**src/design/wns_pkg.sv**
```systemverilog
// shared types and constants for the weighted neighbor select block
`timescale 1ns / 1ps

package wns_pkg;

  localparam int NEIGHBOR_COUNT = 6;
  localparam int AFF_W          = 16;
  localparam int FRAC_BITS      = 16;
  localparam int IDX_W          = 3;
  localparam int RUN_W          = AFF_W + $clog2(NEIGHBOR_COUNT);

  localparam int CFG_DATA_W = 32;
  localparam int CFG_ADDR_W = 3;

  // register indexes, at byte address 4 * index
  localparam int REG_AFF_HIGH = 0;
  localparam int REG_AFF_LOW  = 1;

  localparam logic [AFF_W-1:0] AFF_HIGH_RESET = 16'd52429;
  localparam logic [AFF_W-1:0] AFF_LOW_RESET  = 16'd13107;

  typedef logic [AFF_W-1:0] weight_t;
  typedef logic [RUN_W-1:0] run_t;

  typedef struct packed {
    logic                      valid;
    logic [NEIGHBOR_COUNT-1:0] mask;
    logic                      window_ok;
  } wns_ctl_t;

endpackage

```
**src/design/weighted_neighbor_select_core.sv**
```systemverilog
// top level of the weighted neighbor select block
`timescale 1ns / 1ps

// Roulette-wheel choice of one of six neighbors by clamped affinity. A request
// is taken on every cycle with start high; busy never rises, so requests may
// follow back to back. Each request gives exactly one result, shown for one cycle
// with out_valid high; the receiver cannot stall it. A request passes through
// registered stages in order: the lane clamp, the prefix-sum adder chain,
// the total-times-random multiplier and the lane compare with priority merge.
// affinity_high sits at byte address 0 and affinity_low at 4; write them only
// while no request is in flight.

module weighted_neighbor_select_core
  import wns_pkg::*;
#(
  parameter int FRACTION_BITS = FRAC_BITS
) (
  input  logic                      clk,
  input  logic                      rst_n,
  input  logic                      start,
  output logic                      busy,
  input  weight_t                   in_weight_in_0,
  input  weight_t                   in_weight_in_1,
  input  weight_t                   in_weight_in_2,
  input  weight_t                   in_weight_in_3,
  input  weight_t                   in_weight_in_4,
  input  weight_t                   in_weight_in_5,
  input  logic [NEIGHBOR_COUNT-1:0] in_present_mask,
  input  logic [FRACTION_BITS-1:0]  in_random_fraction,
  output logic                      out_valid,
  output logic [IDX_W-1:0]          out_chosen_index,
  output logic                      out_choice_found,
  input  logic                      psel,
  input  logic                      penable,
  input  logic                      pwrite,
  input  logic [CFG_ADDR_W-1:0]     paddr,
  input  logic [CFG_DATA_W-1:0]     pwdata,
  output logic [CFG_DATA_W-1:0]     prdata,
  output logic                      pready
);

  weight_t affinity_high_r;
  weight_t affinity_low_r;
  logic    cfg_write;
  logic    addr_ok;
  logic    reg_sel;

  weight_t                        affinity [NEIGHBOR_COUNT];
  weight_t                        weight   [NEIGHBOR_COUNT];
  run_t                           run_sum  [NEIGHBOR_COUNT];
  logic [RUN_W+FRACTION_BITS-1:0] threshold;
  logic [NEIGHBOR_COUNT-1:0]      hits;
  wns_ctl_t                       ctl1_r;
  wns_ctl_t                       ctl_cmp;
  logic [FRACTION_BITS-1:0]       rand1_r;
  logic                           accept;

  // configuration registers
  assign pready    = 1'b1;
  assign cfg_write = psel && penable && pwrite && pready;
  assign reg_sel   = paddr[2];
  assign addr_ok   = (paddr[1:0] == 2'b00);

  always_ff @(posedge clk) begin
    if (!rst_n) begin
      affinity_high_r <= AFF_HIGH_RESET;
      affinity_low_r  <= AFF_LOW_RESET;
    end else if (cfg_write) begin
      unique case (reg_sel)
        1'(REG_AFF_HIGH): affinity_high_r <= pwdata[AFF_W-1:0];
        1'(REG_AFF_LOW):  affinity_low_r  <= pwdata[AFF_W-1:0];
        default: ;
      endcase
    end
  end

  always_comb begin
    prdata = '0;
    if (addr_ok) begin
      unique case (reg_sel)
        1'(REG_AFF_HIGH): prdata = CFG_DATA_W'(affinity_high_r);
        1'(REG_AFF_LOW):  prdata = CFG_DATA_W'(affinity_low_r);
        default:          prdata = '0;
      endcase
    end
  end

  // request side, no backpressure
  assign busy   = 1'b0;
  assign accept = start && !busy;

  assign affinity[0] = in_weight_in_0;
  assign affinity[1] = in_weight_in_1;
  assign affinity[2] = in_weight_in_2;
  assign affinity[3] = in_weight_in_3;
  assign affinity[4] = in_weight_in_4;
  assign affinity[5] = in_weight_in_5;

  always_ff @(posedge clk) begin
    if (!rst_n) begin
      ctl1_r.valid <= 1'b0;
    end else begin
      ctl1_r.valid <= accept;
    end
    ctl1_r.mask      <= in_present_mask;
    ctl1_r.window_ok <= affinity_low_r < affinity_high_r;
    rand1_r          <= in_random_fraction;
  end

  for (genvar g = 0; g < NEIGHBOR_COUNT; g++) begin : g_lane
    wns_lane #(
      .FRACTION_BITS (FRACTION_BITS)
    ) u_lane (
      .clk       (clk),
      .affinity  (affinity[g]),
      .present   (in_present_mask[g]),
      .aff_low   (affinity_low_r),
      .aff_high  (affinity_high_r),
      .weight_r  (weight[g]),
      .run_sum   (run_sum[g]),
      .threshold (threshold),
      .hit       (hits[g])
    );
  end

  wns_wheel #(
    .FRACTION_BITS (FRACTION_BITS)
  ) u_wheel (
    .clk           (clk),
    .rst_n         (rst_n),
    .ctl_in        (ctl1_r),
    .rand_in       (rand1_r),
    .weight        (weight),
    .ctl_out       (ctl_cmp),
    .run_out       (run_sum),
    .threshold_out (threshold)
  );

  wns_merge u_merge (
    .clk         (clk),
    .rst_n       (rst_n),
    .ctl_in      (ctl_cmp),
    .hits        (hits),
    .out_valid_r (out_valid),
    .out_index_r (out_chosen_index),
    .out_found_r (out_choice_found)
  );

endmodule

```
**src/design/wns_lane.sv**
```systemverilog
// one neighbor lane: window clamp of the affinity and running-sum compare
`timescale 1ns / 1ps

module wns_lane
  import wns_pkg::*;
#(
  parameter int FRACTION_BITS = FRAC_BITS
) (
  input  logic                           clk,
  input  weight_t                        affinity,
  input  logic                           present,
  input  weight_t                        aff_low,
  input  weight_t                        aff_high,
  output weight_t                        weight_r,
  input  run_t                           run_sum,
  input  logic [RUN_W+FRACTION_BITS-1:0] threshold,
  output logic                           hit
);

  weight_t clamped;
  weight_t weight_nxt;

  always_comb begin
    clamped = affinity;
    if (clamped > aff_high) begin
      clamped = aff_high;
    end
    if (clamped < aff_low) begin
      clamped = aff_low;
    end
    weight_nxt = present ? weight_t'(clamped - aff_low) : '0;
  end

  always_ff @(posedge clk) begin
    weight_r <= weight_nxt;
  end

  // run * 2^fraction_bits against total * r, exact
  assign hit = {run_sum, {FRACTION_BITS{1'b0}}} > threshold;

endmodule

```
**src/design/wns_wheel.sv**
```systemverilog
// prefix sums of the lane weights and the total times random threshold
`timescale 1ns / 1ps

module wns_wheel
  import wns_pkg::*;
#(
  parameter int FRACTION_BITS = FRAC_BITS
) (
  input  logic                           clk,
  input  logic                           rst_n,
  input  wns_ctl_t                       ctl_in,
  input  logic [FRACTION_BITS-1:0]       rand_in,
  input  weight_t                        weight [NEIGHBOR_COUNT],
  output wns_ctl_t                       ctl_out,
  output run_t                           run_out [NEIGHBOR_COUNT],
  output logic [RUN_W+FRACTION_BITS-1:0] threshold_out
);

  run_t                     run_nxt [NEIGHBOR_COUNT];
  run_t                     run2_r  [NEIGHBOR_COUNT];
  run_t                     run3_r  [NEIGHBOR_COUNT];
  wns_ctl_t                 ctl2_r;
  wns_ctl_t                 ctl3_r;
  logic [FRACTION_BITS-1:0] rand2_r;
  logic [RUN_W+FRACTION_BITS-1:0] threshold_r;

  always_comb begin
    run_nxt[0] = run_t'(weight[0]);
    for (int i = 1; i < NEIGHBOR_COUNT; i++) begin
      run_nxt[i] = run_nxt[i-1] + run_t'(weight[i]);
    end
  end

  always_ff @(posedge clk) begin
    if (!rst_n) begin
      ctl2_r.valid <= 1'b0;
      ctl3_r.valid <= 1'b0;
    end else begin
      ctl2_r.valid <= ctl_in.valid;
      ctl3_r.valid <= ctl2_r.valid;
    end
    ctl2_r.mask      <= ctl_in.mask;
    ctl2_r.window_ok <= ctl_in.window_ok;
    ctl3_r.mask      <= ctl2_r.mask;
    ctl3_r.window_ok <= ctl2_r.window_ok;
    rand2_r          <= rand_in;
    run2_r           <= run_nxt;
    run3_r           <= run2_r;
    // last running sum is the total
    threshold_r      <= (RUN_W+FRACTION_BITS)'(run2_r[NEIGHBOR_COUNT-1]) *
                        (RUN_W+FRACTION_BITS)'(rand2_r);
  end

  assign ctl_out       = ctl3_r;
  assign run_out       = run3_r;
  assign threshold_out = threshold_r;

endmodule

```
**src/design/wns_merge.sv**
```systemverilog
// picks the first qualifying lane and registers the result
`timescale 1ns / 1ps

module wns_merge
  import wns_pkg::*;
(
  input  logic                      clk,
  input  logic                      rst_n,
  input  wns_ctl_t                  ctl_in,
  input  logic [NEIGHBOR_COUNT-1:0] hits,
  output logic                      out_valid_r,
  output logic [IDX_W-1:0]          out_index_r,
  output logic                      out_found_r
);

  logic [NEIGHBOR_COUNT-1:0] qual;
  logic [IDX_W-1:0]          index_nxt;
  logic                      found_nxt;

  always_comb begin
    qual      = ctl_in.window_ok ? (hits & ctl_in.mask) : '0;
    index_nxt = '0;
    found_nxt = 1'b0;
    // walk down so the lowest qualifying lane wins
    for (int i = NEIGHBOR_COUNT - 1; i >= 0; i--) begin
      if (qual[i]) begin
        index_nxt = IDX_W'(i);
        found_nxt = 1'b1;
      end
    end
  end

  always_ff @(posedge clk) begin
    if (!rst_n) begin
      out_valid_r <= 1'b0;
    end else begin
      out_valid_r <= ctl_in.valid;
    end
    out_index_r <= index_nxt;
    out_found_r <= found_nxt;
  end

endmodule
```
**config.mk**
```make
export PLATFORM = sky130hd
export DESIGN_NAME = weighted_neighbor_select_core
export DESIGN_NICKNAME = d
export VERILOG_FILES = /design/src/design/wns_pkg.sv /design/src/design/weighted_neighbor_select_core.sv /design/src/design/wns_lane.sv /design/src/design/wns_wheel.sv /design/src/design/wns_merge.sv
export SDC_FILE = /design/constraint.sdc
export NUM_CORES = 2
export LEC_CHECK = 0
export ABC_AREA = 1
export BUFFER_PORTS_ARGS = -buffer_cell sky130_fd_sc_hd__buf_2
export CORE_MARGIN = 2
export CORE_UTILIZATION = 30
export DETAILED_ROUTE_END_ITERATION = 8
export SYNTH_ARGS = -nofsm -noshare
export SYNTH_HDL_FRONTEND = slang
export SYNTH_HIERARCHICAL = 1
export SYNTH_SLANG_ARGS = --single-unit
```
**constraint.sdc**
```tcl
create_clock -name clk -period 8 [get_ports clk]
set_input_delay 2.4 -clock clk [delete_from_list [all_inputs] [get_ports clk]]
set_output_delay 2.4 -clock clk [all_outputs]
set_load 0.02 [all_outputs]
```
After elaboration in Yosys (flattened, before gate mapping)
Cells that the tools add are included.
W data, S select, Z words.
- add/subtract/negate cells: 11
- multipliers: 1
- order comparisons: 19
- mux-type cells: 21
- bitwise operators: 2
- reduce and logical (&&, ||, !) cells: 8
- operators by type and width (kind ; number):
    $mux W16 ; 12
    $gt A35 B35 Y1 ; 5
    $lt A16 B16 Y1 ; 7
    $gt A16 B16 Y1 ; 6
    $sub A16 B16 Y16 ; 6
    $add A19 B16 Y19 ; 4
    $pmux W32 S2 ; 1
    $gt A32 B35 Y1 ; 1
    $mul A19 B16 Y35 ; 1
    $mux W32 ; 1
    $add A16 B16 Y17 ; 1
    $and A6 B6 Y6 ; 1
    $mux W3 ; 2
    $mux W6 ; 1
    $reduce_or A5 Y1 ; 1
    $mux W2 ; 2
    $reduce_and A2 Y1 ; 2
    $reduce_or A4 Y1 ; 1
    $logic_and A1 B1 Y1 ; 2
    $logic_not A2 Y1 ; 1
    $mux W1 ; 2
    $reduce_or A2 Y1 ; 1
    $not A1 Y1 ; 1
- register bits after elaboration: 446
- input bits: 159
- output and inout bits: 39
- word-level logic and storage cells: 99

Logic depth before layout (Yosys ltp)
- depth after elaboration: 8
- gate-level depth with buffers: 44
- mapped depth without buffers: 41

Modules after synthesis
Netlist, hierarchy kept.
- by module, submodules not included (module ; instances ; cells an instance ; area each (µm²) ; seq. area each (µm²)):
    wns_wheel ; 1 ; 2201 ; 19637.6 ; 5665.4
    wns_lane at g_lane[0].u_lane ... ; 3 ; 410 ; 2642.5 ; 320.3
    wns_lane at g_lane[4].u_lane ... ; 2 ; 416 ; 2698.8 ; 320.3
    wns_lane at g_lane[2].u_lane ; 1 ; 424 ; 2711.4 ; 320.3
    weighted_neighbor_select_core ; 1 ; 275 ; 2342.2 ; 1121.1
    wns_merge ; 1 ; 28 ; 212.7 ; 100.1

Worst setup path after synthesis
No wires, ideal clock.
- path kind: input-to-reg
- start: input in_weight_in_0[7]
- end: register g_lane[0].u_lane.weight_r[14]
- setup time: 0.113 ns
- arrival time: 6.716 ns
- data required time: 7.887 ns
- slack: 1.171 ns
- stages: 34
- buffers on the path: 3
- path through: ha_1 -> a21o_1 -> nor2_1 -> nand2_1 -> nand2_1 -> nand2_1 -> nand2_2 -> buf_2 -> buf_2 -> nand2_1 -> o21ai_0 -> ha_1 -> a21oi_1 -> nand3b_1 -> a21oi_1 -> a2111oi_1 -> nand2_2 -> buf_6 -> nand3_1 -> o21ai_1 -> ha_1 -> fa_1 -> nand3b_1 -> nand2_1 -> nand2_1 -> nand2_1 -> a21oi_2 -> o21ai_1 -> a21oi_2 -> o21ai_1 -> a21o_1 -> a21oi_1 -> nor2_1 -> nor2_1
- cells in the longest elaborated chain, start to end: 5
- RTL lines (what ; RTL line ; RTL):
    start: declaration ; weighted_neighbor_select_core.sv:22 ; input weight_t in_weight_in_0,
    $gt A16 B16 Y1 ; wns_lane.sv:25 ; if (clamped > aff_high) begin
    $mux W16 (*) ; wns_lane.sv:25 ;
    $lt A16 B16 Y1 ; wns_lane.sv:28 ; if (clamped < aff_low) begin
    $mux W16 (*) ; wns_lane.sv:28 ;
    $sub A16 B16 Y16 (*) ; wns_lane.sv:31 ; weight_nxt = present ? weight_t'(clamped - aff_low) : '0;
    end signal: assignment ; wns_lane.sv:35 ; weight_r <= weight_nxt;
    end: declaration ; wns_lane.sv:14 ; output weight_t weight_r,
Every way passes the cells marked *; elsewhere a longest branch is shown, timed or not.
A chain may end at the register's enable or synchronous reset.

==> metrics.md <==
| Metric | Value |
|---|---|
| CP arrival | `around 7700 ps` |
| Critical path buffers and inverters | `4` |
| Via density | `4.66` |
| Htree depth | `2` |
| RSZ-0062 raised after global routing | `false` |
| Post-Syn Area | `38200 um^2` |
| Core ar. | `roughly 130000 um^2` |
| Clock Sinks | `between 400 and 500` |
| CTS tree | `built` |
| Die H | `~360 um` |
| Yosys top cell area share | `23.0%` |
| Setup bufs post-CTS | `0` |
| Final worst path period share | `90.6%` |
| GRT overflow | `0` |
| Max Cap Viol | `0` |
| Initial antenna violation count | `7` |
| Synth Flop Type | `dfxtp_1` |
| Cells after Synth | `4990` |
| Crit-path max FO | `5` |
| Synth Area per Inst | `7.66 um^2` |
| DPL Wire Length | `85700 um` |
| Post-synth top area cell | `dfxtp_1` |
| Total CTS buffers | `49` |
| Top post-synthesis cells by area | `dfxtp_1 23%, ha_1 20%, fa_1 13%` |
| Nets | `6112` |
| Seq/Total Area, Yosys | `23.0%` |
| Avg WL per Cell | `15.4 um` |
| Number of enable flip-flop cells after synthesis | `0` |
| Port bufs | `163` |
| Slew @ Worst Pin | `998 ps` |
| Worst path slowest cell | `a221oi_1` |
| Largest net degree at the start of global routing | `33` |
| Final Hold Fails | `0` |
| CP endpoint kind | `flop` |
| Slew HR | `between 30% and 40%` |
| Crit Path Category | `flop to flop` |
| Setup_tns | `0 ps` |
| Finished Cell Area | `42300 um^2` |
| # setup viols final | `0` |
| Dpl cell area | `40700 um^2` |
| Clock Root Buffer | `clkbuf_16` |
| Clk Latency, worst-skew pair | `610 ps` |
| Die area | `130000 um^2` |
| Delay-heaviest family, CP | `compound AO/OA/AOI/OAI gates` |
| Crit-path max cell delay | `630 ps` |
| Min Tclk post-route | `7250 ps` |
| DR pass1 iterations | `5` |
| Most frequent cells in the layout | `1075 x nand2_1, 935 x inv_1, 597 x ha_1` |
| Most frequent CP cell | `nand2_1` |
| #FFs+latches synth | `440` |
| Fmax | `138 MHz` |
| Most common cell after layout, fill and taps aside | `nand2_1` |
| Post-cts resize count | `0` |
| Vias in the first global route | `approximately 31k` |
| Hold crit path type | `flop to flop` |
| DRT Wirelength | `105000 um` |
| Die width | `between 300 and 400 um` |
| Post-CTS Hold Fix Bufs | `0` |
| Residual DRC count | `0` |
| Post-synthesis cell type count | `56` |
| Gr usage total | `16.0%` |
| Final clock skew | `28.9 ps` |
| Clock transition at path regs | `around 70 ps` |
| Layout cell share with drive strength beyond 1 | `7.19%` |
| Global-route wire length before repair | `167000 um` |
| Clock buffer depth | `3` |
| Slew Viols, Final | `0` |
| Status | `finished, final reports clean` |
| Post-synth ARST share | `0%` |
| Vias | `31.7k` |
| Syn. warnings | `6` |
| Required time of the critical path | `8480 ps` |
| Initial Util | `30.3%` |
| Antenna-violating nets left | `0` |
| Cell Rows | `130` |
| Top Ports | `just under 200` |
| Gpl congestion | `0.908` |
| Startpoint types | `flop` |
| Area delta synth->final | `10.7%` |
| DRT iter0 DRCs | `1754` |
worst reg2reg max path: cells and delay by family, from the launching register on:
family | cells | cell delay (ps)
xor+xnor | 4 | 1020
compound gates | 9 | 2070
buf+inv | 4 | 270
flops | 1 | 410
fa+ha+maj | 6 | 2030
simple gates | 14 | 1330
sequential cells by signal (all words and copies together) (netlist names), 16 cells and up:
| register | cells |
|---|---|
| u_wheel/run_out | 108 |
| g_lane.u_lane/weight_r | 96 |
| affinity_high_r | 16 |
| rand1_r | 16 |
| u_wheel/run2_r | 108 |
| u_wheel/threshold_out | 35 |
| affinity_low_r | 16 |
| u_wheel/rand2_r | 16 |
cells by family (layout without fill, tap and decap cells):
family	Yosys count	in the layout	synth area share, %
buffers and inverters	1091	1226	11.3
and+or+nand+nor	1622	1622	18.0
adders and majority gates	844	844	32.5
AOI/OAI and AO/OA	879	879	12.7
xor gates and xnor gates	111	111	2.54
other	3	25	0.0295
DFF	440	440	23.0
per-stage QoR:
step | cells | hold WS, ps | util, % | setup slack [ps]
after floorplan | 5011 | 310 | - | 1170
after global placement | 6708 | 310 | 32.3 | 357
after detailed placement | 6708 | 312 | 32.3 | 298
after CTS | 6796 | 318 | 33.6 | 751
after global routing | 6797 | 327 | 33.6 | 29.6
final | 6797 | 315 | 33.6 | 751
routing by layer:
metal / GRT usage (%) / wire length (um) / vias up
li1: - / - / 16200
met5: 0 / 42 / -
met4: 5.00 / 3350 / 6
met2: 27.7 / 49000 / 723
met3: 1.77 / 4500 / 177
met1: 20.9 / 47800 / 14600
cell type report:
cell class	instances	area [um^2]
Fill cell	13200	83700
Sequential cell	440	8810
Clock inverter	18	215
Antenna cell	1	2.50
Multi-Input combinational cell	3480	25200
Clock buffer	70	1450
Inverter	944	3540
Timing Repair Buffer	194	1050
Tap cell	1650	2060
worst paths after layout:
check | startpoint | endpoint | slack [ps] | cells after the start
worst max-delay path | g_lane[0].u_lane/weight_r[0]$_SDFF_PN0_ | u_wheel/run2_r[18]$_DFF_P_ | 750 | 37
worst max register to register | g_lane[0].u_lane/weight_r[0]$_SDFF_PN0_ | u_wheel/run2_r[18]$_DFF_P_ | 750 | 37
worst min-delay path | u_wheel/ctl2_r[3]$_DFF_P_ | u_wheel/ctl_out[3]$_DFF_P_ | 320 | 0
worst min register to register | u_wheel/ctl2_r[3]$_DFF_P_ | u_wheel/ctl_out[3]$_DFF_P_ | 320 | 0
Yosys cell counts, drive strengths merged, types with 3 or more instances:
master      n
xnor2      45
conb        3
o221a       3
or2         4
xor2       66
o31ai       7
nand3      98
fa        247
a31oi      17
nand3b     13
o21bai      5
inv       942
dfxtp     440
a2111oi     4
a41oi       3
o21ai     355
nor2      256
nand4      57
nand2    1111
o21a       20
a21o       30
a21oi     379
nor4       37
ha        597
clkbuf     78
a21boi      4
buf        69
a211oi     39
nor3       34
o211ai      4
and2        9
Power is left out: the tool's default activity adds up to more than one toggle a clock period on the data nets, which glitch-free logic cannot reach.
